==> src/rtl/utf8_stream_transcoder_core_assert.svh <==
// ----------------------------------------------------------------------------
// utf8 transcoder assertion macros
// shared concurrent checks for the transcoder rtl
// ----------------------------------------------------------------------------
`ifndef UTF8_STREAM_TRANSCODER_CORE_ASSERT_SVH
`define UTF8_STREAM_TRANSCODER_CORE_ASSERT_SVH

// same-cycle implication, ignored while reset is high
`define U8ST_ASSERT_SAME(label, clk, rst, ante, cons) \
  label: assert property (@(posedge clk) disable iff (rst) (ante) |-> (cons)) \
    else $error("u8st assertion failed");

// next-cycle implication, ignored while reset is high
`define U8ST_ASSERT_NEXT(label, clk, rst, ante, cons) \
  label: assert property (@(posedge clk) disable iff (rst) (ante) |=> (cons)) \
    else $error("u8st assertion failed");

`endif

==> src/rtl/utf8st_pkg.sv <==
// ----------------------------------------------------------------------------
// utf8st_pkg
// types and constants shared by the utf8 transcoder modules
// ----------------------------------------------------------------------------
`default_nettype none

package utf8st_pkg;

  localparam int unsigned ValueWidth = 21;
  localparam int unsigned FifoDepth  = 4;
  localparam int unsigned PtrWidth   = $clog2(FifoDepth);
  localparam int unsigned CountWidth = $clog2(FifoDepth + 1);

  localparam logic [7:0] LeadMin      = 8'hC2;
  localparam logic [7:0] LeadBadMin   = 8'hF8;
  localparam logic [7:0] Lead3Min     = 8'hE0;
  localparam logic [7:0] Lead4Min     = 8'hF0;
  localparam logic [ValueWidth-1:0] Utf16Max  = 21'h10FFFF;
  localparam logic [ValueWidth-1:0] SuppBase  = 21'h010000;
  localparam logic [ValueWidth-1:0] HighBase  = 21'h00D800;
  localparam logic [ValueWidth-1:0] LowBase   = 21'h00DC00;

  localparam logic [2:0] SeqLen2 = 3'd2;
  localparam logic [2:0] SeqLen3 = 3'd3;
  localparam logic [2:0] SeqLen4 = 3'd4;

  typedef enum logic [2:0] {
    ERR_NONE      = 3'd0,
    ERR_BAD_LEAD  = 3'd1,
    ERR_BAD_CONT  = 3'd2,
    ERR_OVERLONG  = 3'd3,
    ERR_TRUNCATED = 3'd4,
    ERR_RANGE     = 3'd5
  } err_code_t;

  typedef struct packed {
    logic                  string_done;
    logic                  last_of_run;
    err_code_t             error_code;
    logic [ValueWidth-1:0] unit_value;
  } result_t;

  // up to two results produced by one byte
  typedef struct packed {
    logic [1:0] count;
    result_t    first;
    result_t    second;
  } push_t;

endpackage

`default_nettype wire

==> src/rtl/utf8st_decode.sv <==
// ----------------------------------------------------------------------------
// utf8st_decode
// sequence state and per-byte checking, decoding and utf-16 splitting
// ----------------------------------------------------------------------------
`default_nettype none
`include "utf8_stream_transcoder_core_assert.svh"

module utf8st_decode (
  input  wire logic              clk,
  input  wire logic              rst,
  input  wire logic              step,
  input  wire logic [7:0]        data_byte,
  input  wire logic              end_of_string,
  input  wire logic              output_mode,
  output utf8st_pkg::push_t      push
);
  import utf8st_pkg::*;

  logic [2:0]            bytes_expected, bytes_expected_next;
  logic [2:0]            bytes_seen, bytes_seen_next;
  logic [ValueWidth-1:0] accumulator, accumulator_next;
  logic                  lead_low_bits_zero, lead_low_bits_zero_next;
  logic                  error_latched, error_latched_next;

  logic                  fail;
  err_code_t             fail_code;
  logic                  emit;
  logic [ValueWidth-1:0] emit_value;
  logic [ValueWidth-1:0] acc_cont;
  logic [2:0]            seen_inc;
  logic [ValueWidth-1:0] supp_offset;

  always_ff @(posedge clk) begin
    if (rst) begin
      bytes_expected     <= '0;
      bytes_seen         <= '0;
      accumulator        <= '0;
      lead_low_bits_zero <= 1'b0;
      error_latched      <= 1'b0;
    end else begin
      bytes_expected     <= bytes_expected_next;
      bytes_seen         <= bytes_seen_next;
      accumulator        <= accumulator_next;
      lead_low_bits_zero <= lead_low_bits_zero_next;
      error_latched      <= error_latched_next;
    end
  end

  assign acc_cont    = {accumulator[ValueWidth-7:0], data_byte[5:0]};
  assign seen_inc    = bytes_seen + 3'd1;
  assign supp_offset = emit_value - SuppBase;

  always_comb begin
    bytes_expected_next     = bytes_expected;
    bytes_seen_next         = bytes_seen;
    accumulator_next        = accumulator;
    lead_low_bits_zero_next = lead_low_bits_zero;
    error_latched_next      = error_latched;
    fail       = 1'b0;
    fail_code  = ERR_NONE;
    emit       = 1'b0;
    emit_value = '0;
    push       = '0;

    if (step) begin
      if (error_latched) begin
        // dropping until the end of the string
        if (end_of_string) begin
          error_latched_next = 1'b0;
        end
      end else if (bytes_expected == 3'd0) begin
        if (!data_byte[7]) begin
          emit       = 1'b1;
          emit_value = {{(ValueWidth-8){1'b0}}, data_byte};
        end else if (data_byte < LeadMin || data_byte >= LeadBadMin) begin
          fail      = 1'b1;
          fail_code = ERR_BAD_LEAD;
        end else begin
          if (data_byte < Lead3Min) begin
            bytes_expected_next = SeqLen2;
            accumulator_next    = {{(ValueWidth-5){1'b0}}, data_byte[4:0]};
          end else if (data_byte < Lead4Min) begin
            bytes_expected_next = SeqLen3;
            accumulator_next    = {{(ValueWidth-4){1'b0}}, data_byte[3:0]};
          end else begin
            bytes_expected_next = SeqLen4;
            accumulator_next    = {{(ValueWidth-3){1'b0}}, data_byte[2:0]};
          end
          lead_low_bits_zero_next = (accumulator_next == '0);
          bytes_seen_next         = 3'd1;
          if (end_of_string) begin
            fail      = 1'b1;
            fail_code = ERR_TRUNCATED;
          end
        end
      end else begin
        if (data_byte[7:6] != 2'b10) begin
          fail      = 1'b1;
          fail_code = ERR_BAD_CONT;
        end else if (bytes_seen == 3'd1 && lead_low_bits_zero &&
                     ((bytes_expected == SeqLen3 && !data_byte[5]) ||
                      (bytes_expected == SeqLen4 && data_byte[5:4] == 2'b00))) begin
          fail      = 1'b1;
          fail_code = ERR_OVERLONG;
        end else if (seen_inc >= bytes_expected) begin
          emit       = 1'b1;
          emit_value = acc_cont;
        end else if (end_of_string) begin
          fail      = 1'b1;
          fail_code = ERR_TRUNCATED;
        end else begin
          accumulator_next = acc_cont;
          bytes_seen_next  = seen_inc;
        end
      end

      if (emit) begin
        bytes_expected_next     = '0;
        bytes_seen_next         = '0;
        accumulator_next        = '0;
        lead_low_bits_zero_next = 1'b0;
        if (!output_mode || emit_value < SuppBase) begin
          push.count        = 2'd1;
          push.first        = '{end_of_string, 1'b1, ERR_NONE, emit_value};
        end else if (emit_value > Utf16Max) begin
          fail      = 1'b1;
          fail_code = ERR_RANGE;
        end else begin
          // surrogate pair from the 20-bit offset
          push.count  = 2'd2;
          push.first  = '{1'b0, 1'b0, ERR_NONE,
                          HighBase + {11'd0, supp_offset[19:10]}};
          push.second = '{end_of_string, 1'b1, ERR_NONE,
                          LowBase + {11'd0, supp_offset[9:0]}};
        end
      end

      if (fail) begin
        bytes_expected_next     = '0;
        bytes_seen_next         = '0;
        accumulator_next        = '0;
        lead_low_bits_zero_next = 1'b0;
        error_latched_next      = !end_of_string;
        push.count              = 2'd1;
        push.first              = '{end_of_string, 1'b1, fail_code, '0};
        push.second             = '0;
      end
    end
  end

  `U8ST_ASSERT_SAME(a_latched_no_seq, clk, rst, error_latched, bytes_expected == 3'd0)
  `U8ST_ASSERT_SAME(a_seen_below_len, clk, rst, bytes_expected != 3'd0,
                    bytes_seen != 3'd0 && bytes_seen < bytes_expected)
  `U8ST_ASSERT_SAME(a_latched_silent, clk, rst, error_latched, push.count == 2'd0)
  `U8ST_ASSERT_SAME(a_pair_utf16, clk, rst, push.count == 2'd2,
                    output_mode && !push.first.last_of_run)

endmodule

`default_nettype wire

==> src/rtl/utf8st_out_fifo.sv <==
// ----------------------------------------------------------------------------
// utf8st_out_fifo
// small result queue taking up to two results a cycle, giving one while out_ready is high
// ----------------------------------------------------------------------------
`default_nettype none
`include "utf8_stream_transcoder_core_assert.svh"

module utf8st_out_fifo (
  input  wire logic                clk,
  input  wire logic                rst,
  input  wire utf8st_pkg::push_t   push,
  output logic                     room_for_two,
  output logic                     out_valid,
  input  wire logic                out_ready,
  output utf8st_pkg::result_t      out_result
);
  import utf8st_pkg::*;

  result_t               mem [FifoDepth];
  logic [PtrWidth-1:0]   wr_ptr, wr_ptr_next;
  logic [PtrWidth-1:0]   rd_ptr, rd_ptr_next;
  logic [CountWidth-1:0] count, count_next;
  logic                  pop;

  assign out_valid    = (count != '0);
  assign out_result   = mem[rd_ptr];
  assign pop          = out_valid && out_ready;
  assign room_for_two = (count <= CountWidth'(FifoDepth - 2));

  always_comb begin
    wr_ptr_next = wr_ptr + PtrWidth'(push.count);
    rd_ptr_next = rd_ptr + PtrWidth'(pop);
    count_next  = count + CountWidth'(push.count) - CountWidth'(pop);
  end

  always_ff @(posedge clk) begin
    if (rst) begin
      wr_ptr <= '0;
      rd_ptr <= '0;
      count  <= '0;
    end else begin
      wr_ptr <= wr_ptr_next;
      rd_ptr <= rd_ptr_next;
      count  <= count_next;
    end
  end

  always_ff @(posedge clk) begin
    if (push.count != 2'd0) begin
      mem[wr_ptr] <= push.first;
    end
    if (push.count == 2'd2) begin
      mem[wr_ptr + PtrWidth'(1)] <= push.second;
    end
  end

  `U8ST_ASSERT_SAME(a_count_bound, clk, rst, 1'b1, count <= CountWidth'(FifoDepth))
  `U8ST_ASSERT_SAME(a_push_has_room, clk, rst, push.count != 2'd0, room_for_two)
  `U8ST_ASSERT_NEXT(a_count_tracks, clk, rst, push.count == 2'd0 && pop,
                    count == $past(count) - CountWidth'(1))

endmodule

`default_nettype wire

==> src/rtl/utf8_stream_transcoder_core.sv <==
// ----------------------------------------------------------------------------
// utf8_stream_transcoder_core
// utf-8 byte stream to utf-32 code points or utf-16 code units
// ----------------------------------------------------------------------------
// usage
//   s_axis carries one utf-8 byte per beat, s_axis_tlast marks the last byte
//   of a string. m_axis carries one result per beat: a code point, a utf-16
//   unit or an error code; tlast marks the last result caused by one byte and
//   tuser marks the result that closes the string (none after an error mid-string).
//   cfg_data selects utf-32 (0) or utf-16 (1) output; write it only while the
//   block is idle. cfg_ready is always high.
//   a byte is registered on acceptance, decoded from the input register once
//   the queue has room for two results, and its results written to a
//   four-entry result queue.
//   one byte per cycle is accepted while the queue has room; a character from
//   0x10000 to 0x10FFFF in utf-16 mode gives two results. a byte waits in the
//   input register while the queue holds more than two results, and
//   s_axis_tready stays low while it waits.
//   when the receiver stalls, results wait in the queue and then s_axis_tready
//   drops; nothing is lost.
//   reset (synchronous, active high) empties the queue, clears the sequence
//   and error state, and selects utf-32 output.
// ----------------------------------------------------------------------------
`default_nettype none

module utf8_stream_transcoder_core (
  input  wire logic        clk,
  input  wire logic        rst,
  // s_axis_tdata: data_byte[7:0]
  input  wire logic        s_axis_tvalid,
  output logic             s_axis_tready,
  input  wire logic [7:0]  s_axis_tdata,
  input  wire logic        s_axis_tlast,
  // m_axis_tdata: unit_value[20:0], error_code[23:21]
  output logic             m_axis_tvalid,
  input  wire logic        m_axis_tready,
  output logic [23:0]      m_axis_tdata,
  output logic             m_axis_tlast,
  // m_axis_tuser: string_done[0]
  output logic             m_axis_tuser,
  input  wire logic        cfg_valid,
  output logic             cfg_ready,
  input  wire logic        cfg_data
);
  import utf8st_pkg::*;

  logic       in_valid, in_valid_next;
  logic [7:0] in_byte;
  logic       in_eos;
  logic       output_mode;
  logic       room_for_two;
  logic       step;
  logic       s_accept;
  push_t      push;
  result_t    out_result;

  assign cfg_ready     = 1'b1;
  assign step          = in_valid && room_for_two;
  assign s_axis_tready = !in_valid || step;
  assign s_accept      = s_axis_tvalid && s_axis_tready;

  always_comb begin
    in_valid_next = in_valid;
    if (s_accept) begin
      in_valid_next = 1'b1;
    end else if (step) begin
      in_valid_next = 1'b0;
    end
  end

  always_ff @(posedge clk) begin
    if (rst) begin
      in_valid    <= 1'b0;
      output_mode <= 1'b0;
    end else begin
      in_valid <= in_valid_next;
      if (cfg_valid && cfg_ready) begin
        output_mode <= cfg_data;
      end
    end
  end

  always_ff @(posedge clk) begin
    if (s_accept) begin
      in_byte <= s_axis_tdata;
      in_eos  <= s_axis_tlast;
    end
  end

  utf8st_decode u_decode (
    .clk           (clk),
    .rst           (rst),
    .step          (step),
    .data_byte     (in_byte),
    .end_of_string (in_eos),
    .output_mode   (output_mode),
    .push          (push)
  );

  utf8st_out_fifo u_out_fifo (
    .clk          (clk),
    .rst          (rst),
    .push         (push),
    .room_for_two (room_for_two),
    .out_valid    (m_axis_tvalid),
    .out_ready    (m_axis_tready),
    .out_result   (out_result)
  );

  assign m_axis_tdata = {out_result.error_code, out_result.unit_value};
  assign m_axis_tlast = out_result.last_of_run;
  assign m_axis_tuser = out_result.string_done;

endmodule

`default_nettype wire
==> config.mk <==
export PLATFORM = sky130hd
export DESIGN_NAME = utf8_stream_transcoder_core
export DESIGN_NICKNAME = d
export VERILOG_FILES = /design/src/rtl/utf8st_pkg.sv /design/src/rtl/utf8st_decode.sv /design/src/rtl/utf8st_out_fifo.sv /design/src/rtl/utf8_stream_transcoder_core.sv
export VERILOG_INCLUDE_DIRS = /design/src /design/src/rtl
export SDC_FILE = /design/constraint.sdc
export NUM_CORES = 1
export LEC_CHECK = 0
export BUFFER_PORTS_ARGS = -buffer_cell sky130_fd_sc_hd__buf_2
export CAP_MARGIN = 20
export CORE_ASPECT_RATIO = 1.75
export CORE_UTILIZATION = 45
export CTS_CLUSTER_SIZE = 25
export DETAILED_ROUTE_END_ITERATION = 8
export PLACE_DENSITY = 0.65
export SYNTH_ARGS = -nofsm -noshare
export SYNTH_HDL_FRONTEND = slang
export SYNTH_SLANG_ARGS = --single-unit
export TNS_END_PERCENT = 30
==> constraint.sdc <==
create_clock -name clk -period 3.63 [get_ports clk]
set_input_delay 0 -clock clk [delete_from_list [all_inputs] [get_ports clk]]
set_output_delay 0 -clock clk [all_outputs]
set_load 0.03 [all_outputs]
==> reports/results.ini, run 1 <==
[job]
maxCapViolCount = 0

[timing]
finalSetupTns_ns = 0
fmax_ghz = 0.302
worst_slew_pin_slew_ns = 0.739
finClkSkew_ns = 0.0108
setup_viol = 0
max_slew_margin_pct = 50.6
finalHoldViolations = 0
layout_setup_ws_ns = 0.317
fin_crit_ns = 3.31
slew_violations = 0
holdWs_ns = 0.0555
rsz0062_at_grt = no
period_share_pct = 91.3

[final_layout]
drive_gt1_share_pct = 21.6
final_nets = 710
final_cells = 879
design_area_mm2 = 0.00807
antenna_cells = 0
post-route-util_pct = 53.9
syn2layout_area_growth_pct = 16.4

[global_route]
grt-ovfl-total = 0
grt_max_degree = 33
antenna_found_initial = 0
grt_pass1_wl_mm = 29.6
grt_use_total_pct = 25.2
grt_pass1_vias = 5469

[detailed_routing]
drt-total-wl_mm = 18.8
vias = 5407
drtIter0Drc = 338
via_per_inst = 6.15
ant_nets = 0
dr.pass1.iters = 5
post_drt_wl_per_cell_um = 21.4
drc = 0

[cts]
clock_sinks = 145
cts_made_buffers = 17
clk_path_buf_depth = 2
cts_setup_buffers = 0
cts.clk_slew.worst_paths_ns = 0.06
cts-root-buf = clkbuf_16
htreeDepth = 4
cts_tree = built
clk_latency_ns = 0.42

[synthesis]
netlist_area_mm2 = 0.00694
yosys_warnings = 0
synth_edf_count = 77
synthCells = 624
synth-main-ff-cell = edfxtp_1
synth_seq_area_share_pct = 53.0
async_reset_ff_share_pct = 0
ys_ff_latch = 145
synth_cell_types = 72
synth_nets = 651
avgSynthCellArea_um2 = 11.1

[placed_design]
place_area_mm2 = 0.00739
port_buffers = 42
place.gp.congestion = 0.940
place_inst = 834
dp_slack_ns = 0.319
post-dp-hpwl_mm = 13.4

[die]
pin_count = 44
dieArea_mm2 = 0.0159
initial_core_util_pct = 46.3
core_mm2 = 0.0150
die_h_um = 166
num_rows = 59
die_x_um = 95.8

[power]
ir_drop_mv = 0.362
total_power_mw = 4.45
p_per_area_mw_per_mm2 = 552
p_leak_nw = 2.82

[setup_path]
arrival_ns = 3.60
cp-start-kind = flip-flop
cp.required_ns = 3.92
critPathSlowestCell = dfxtp_1
criticalPathCategory = flip-flop to flip-flop
critPathMaxStageDelay_ns = 0.42
path_max_fanout = 5
cp_cell_sequence = ha_1 > xor2_1 > ha_1 > a21o_1 > a31oi_1 > mux2i_1 > o311ai_0 > buf_4 > o21ai_1 > inv_1 > ha_1 > inv_1 > fa_1 > xnor2_1 > xnor2_1 > nor2_1
cp-end-kind = flip-flop
crit_top_cell = ha_1

[status]
status = completed

[hold_path]
hold_class = primary input to flip-flop

==> state kept, by name, indices dropped and copies added (netlist names), 2 cells and up <==
name,cells
in_byte,8
u_decode.accumulator,15
u_decode.bytes_expected,3
u_decode.bytes_seen,3
u_out_fifo.count,3
u_out_fifo.mem,104
u_out_fifo.rd_ptr,2
u_out_fifo.wr_ptr,2
==> cell usage in the layout, fill, tap and decap left out, types with 12 or more instances in the layout <==
cell,instances
edfxtp_1,77
dfxtp_1,67
nor2_1,57
nand2_1,53
o21ai_0,42
buf_2,42
nand3_1,39
mux4_2,26
buf_4,26
a21oi_1,20
inv_1,19
clkbuf_16,17
o2bb2ai_1,14
a22oi_1,12
dlygate4sd3_1,12
==> final timing paths <==
kind / startpoint / end / slack, ns / depth (start not counted)
worst max-delay path: u_decode.bytes_seen[0]$_SDFFE_PP0P_ / u_out_fifo.count[2]$_SDFF_PP0_ / 0.32 / 16
worst min-delay path: m_axis_tready / u_out_fifo.rd_ptr[0]$_SDFF_PP0_ / 0.06 / 4
worst max register to register: u_decode.bytes_seen[0]$_SDFFE_PP0P_ / u_out_fifo.count[2]$_SDFF_PP0_ / 0.32 / 16
worst min register to register: u_out_fifo.mem[0][19]$_SDFFE_PP0P_ / u_out_fifo.mem[0][19]$_SDFFE_PP0P_ / 0.46 / 2
==> critical path: cells and delay by family (launching register included) <==
family,cells,cell delay [ns]
and+or+nand+nor,1,0.05
xor gates and xnor gates,3,0.49
adders and majority gates,4,1.03
AOI/OAI and AO/OA,4,0.77
buffers and inverters,3,0.32
DFF,1,0.42
muxes,1,0.10
==> final cells by class <==
type,instances,area [um^2]
inverters,19,71.3
flip-flops and latches,145,3670
well taps,183,229
clock buffers,17,425
clock inverters,15,120
multi-input cells,419,3010
repair buffers,81,546
fillers,1327,6910
==> where the power goes <==
| part | switching, mW | total, mW | internal (mW) | leakage (nW) |
|---|---|---|---|---|
| Combinational | 0.581 | 0.955 | 0.375 | 1.28 |
| Clock | 0.733 | 1.63 | 0.894 | 0.271 |
| Sequential | 0.0718 | 1.87 | 1.80 | 1.27 |
| Total | 1.39 | 4.45 | 3.07 | 2.82 |
==> layer usage <==
| metal | GRT usage [%] | part of all wire [%] | wire [um] | up-vias |
|---|---|---|---|---|
| li1 | - | - | - | 2475 |
| met1 | 28.2 | 38 | 7070 | 2650 |
| met2 | 44.5 | 53 | 9970 | 222 |
| met3 | 3.62 | 4.6 | 860 | 60 |
| met4 | 13.6 | 5.0 | 934 | 0 |
| met5 | 0 | 0 | 0 | - |
==> what timing repair did <==
item	4_1_cts	5_1_grt
endpoints found under the hold margin	11	0
hold buffers	12	0
resized for setup	0	0
==> logic make-up (layout without fill, tap and decap cells) <==
group	count (synthesis)	in the layout	share of synthesized area (%)
simple gates	214	214	15.4
compound gates	153	153	15.5
flops	145	145	53.0
buf+inv	60	132	3.70
mux	31	31	9.18
fa+ha+maj	12	12	2.27
xor+xnor	8	8	1.01
other cells	1	1	0.0541
==> cells in the mapped netlist (3+ instances only) <==
cell type,n,area (um^2)
edfxtp_1,77,2310
mux4_2,26,586
nand2b_1,5,31.3
mux2i_1,4,40.0
nor3_1,5,25.0
buf_2,16,80.1
nand2_1,53,199
a32o_1,11,110
xnor2_1,5,43.8
o21ai_1,4,20.0
and2_1,11,68.8
o21ai_0,42,210
and3_1,4,25.0
inv_1,19,71.3
buf_1,4,15.0
a22oi_1,12,90.1
dfxtp_1,68,1360
or3_1,4,25.0
or2_2,5,31.3
o22ai_1,11,68.8
xor2_1,3,26.3
ha_1,11,138
a32oi_1,6,52.6
o2bb2ai_1,14,123
nor2_1,57,214
nor3_2,3,30.0
a31oi_1,4,25.0
o31ai_1,4,30.0
nor2b_1,6,37.5
clkbuf_1,19,71.3
a21oi_1,20,100
nand3_1,39,195
Power figures use the tool's default switching activity.
==> run 2: changes to the inputs <==
==> constraint.sdc (replaced) <==
create_clock -name clk -period 3.7 [get_ports clk]
set_input_delay 0 -clock clk [delete_from_list [all_inputs] [get_ports clk]]
set_output_delay 0 -clock clk [all_outputs]
set_load 0.03 [all_outputs]
==> run 2 against run 1 <==
Effect of this change:
- final area increased by 0.60%
- utilization increased by 0.33 points
- clock-buffer cell count increased by 2
- largest power group unchanged
- via count about the same
- clock skew decreased by 0.00087 ns
- flip-flop and latch count unchanged
- worst setup slack about the same
- combinational power decreased by 2%
- highest routed layer unchanged
- die area unchanged
- worst hold slack got worse by 0.0079 ns
- critical endpoint unchanged
- routed wire length increased by 0.82%
==> reports/results.ini, run 2 (synthesis gave the netlist of run 1 again) <==
[timing]
period_share_pct = 91.4
worst_slew_pin_slew_ns = 0.814
fmax_ghz = 0.296
finalSetupTns_ns = 0
rsz0062_at_grt = no
finalHoldViolations = 0
finClkSkew_ns = 0.00993
fin_crit_ns = 3.38
layout_setup_ws_ns = 0.317
max_slew_margin_pct = 45.6
slew_violations = 0
setup_viol = 0
holdWs_ns = 0.0476

[power]
total_power_mw = 4.54
ir_drop_mv = 0.262
p_leak_nw = 2.83
p_per_area_mw_per_mm2 = 559

[final_layout]
final_cells = 875
drive_gt1_share_pct = 21.1
syn2layout_area_growth_pct = 17.1
mostFrequentLayoutCells = 77 x edfxtp_1, 67 x dfxtp_1, 57 x nor2_1
post-route-util_pct = 54.2
reg_top3 = u_out_fifo.mem x104, u_decode.accumulator x15, in_byte x8
largest_register_ffs = 104
final_common_cell = edfxtp_1
design_area_mm2 = 0.00812
final_nets = 706
regMostFlops = u_out_fifo.mem
antenna_cells = 0

[cts]
clk_latency_ns = 0.43
htreeDepth = 4
cts-root-buf = clkbuf_16
cts_tree = built
cts_setup_buffers = 0
post_cts_resized = 0
clk_path_buf_depth = 2
cts.clk_slew.worst_paths_ns = 0.07
cts_made_buffers = 17
clock_sinks = 145
cts_hold_buf = 12

[detailed_routing]
drt-total-wl_mm = 19.0
vias = 5404
drtIter0Drc = 562
ant_nets = 0
drc = 0
post_drt_wl_per_cell_um = 21.7
dr.pass1.iters = 6
via_per_inst = 6.18

[die]
initial_core_util_pct = 46.3
die_x_um = 95.8
die_h_um = 166
pin_count = 44
num_rows = 59
dieArea_mm2 = 0.0159
core_mm2 = 0.0150

[placed_design]
dp_slack_ns = 0.336
port_buffers = 42
place_inst = 830
post-dp-hpwl_mm = 13.8
place.gp.congestion = 0.953
place_area_mm2 = 0.00737

[setup_path]
path_max_fanout = 9
reg2reg_slack_ns = 0.32
cp-end-kind = flip-flop
cp.required_ns = 4.00
critPathMaxStageDelay_ns = 0.42
critPathSlowestCell = dfxtp_1
criticalPathCategory = flip-flop to flip-flop
cp_cell_sequence = ha_1 > xor2_1 > ha_1 > a21o_1 > a31o_2 > a31o_2 > a21boi_1 > o21ai_1 > inv_1 > ha_1 > inv_1 > fa_1 > xnor2_1 > xnor2_1 > nor2_1
crit_top_cell = ha_1
cp-start-kind = flip-flop
arrival_ns = 3.68

[global_route]
grt_use_total_pct = 25.5
grt_pass1_wl_mm = 30.0
grt_pass1_vias = 5450
antenna_found_initial = 0
grt_max_degree = 33
grt-ovfl-total = 0

[hold_path]
hold_class = primary input to flip-flop

[job]
maxCapViolCount = 0

[status]
status = completed

## run 2: changes by cell type in the layout (fill, tap and decap cells not counted), moves of 2 or more
| cell | before | now |
|---|---|---|
| buf_4 | 26 | 21 |
| clkbuf_16 | 17 | 19 |
| clkinv_4 | 0 | 2 |
| inv_4 | 4 | 2 |
| inv_6 | 6 | 4 |
## run 2: layer usage
metal	up-vias	share of wire (%)	track usage, %
met5	-	0	0
met4	0	5.2	13.7
met3	59	4.5	4.72
met2	221	53	44.5
met1	2661	37	28.6
li1	2463	-	-
## run 2: worst max-delay path: cells and delay by family, from the launching register on
kind | cells | cell delay [ns]
AOI/OAI and AO/OA | 5 | 1.27
xor gates and xnor gates | 3 | 0.44
adders and majority gates | 4 | 0.90
buffers and inverters | 2 | 0.18
DFF | 1 | 0.42
and+or+nand+nor | 1 | 0.05
## run 2: area by class of cell
type / count / area (um^2)
timing repair buffer: 77 / 528
tap: 183 / 229
fill: 1319 / 6870
clock inverter: 13 / 136
multi-input combinational: 419 / 3010
inverter: 19 / 71.3
clock buffer: 19 / 475
sequential: 145 / 3670
## run 2: path summary, 6_finish.rpt
| path | start | end | cells past startpoint |
|---|---|---|---|
| worst min-delay path | rst | output_mode$_SDFFE_PP0P_ | 2 |
| worst max register to register | u_decode.bytes_seen[0]$_SDFFE_PP0P_ | u_out_fifo.count[2]$_SDFF_PP0_ | 15 |
| worst min register to register | u_out_fifo.mem[0][22]$_SDFFE_PP0P_ | u_out_fifo.mem[0][22]$_SDFFE_PP0P_ | 2 |
| worst max-delay path | u_decode.bytes_seen[0]$_SDFFE_PP0P_ | u_out_fifo.count[2]$_SDFF_PP0_ | 15 |
## run 2: power by group
group / switching, mW / internal, mW / leakage [nW] / total, mW
logic: 0.567 / 0.371 / 1.26 / 0.938
registers: 0.0719 / 1.77 / 1.27 / 1.84
clock network: 0.736 / 1.03 / 0.302 / 1.77
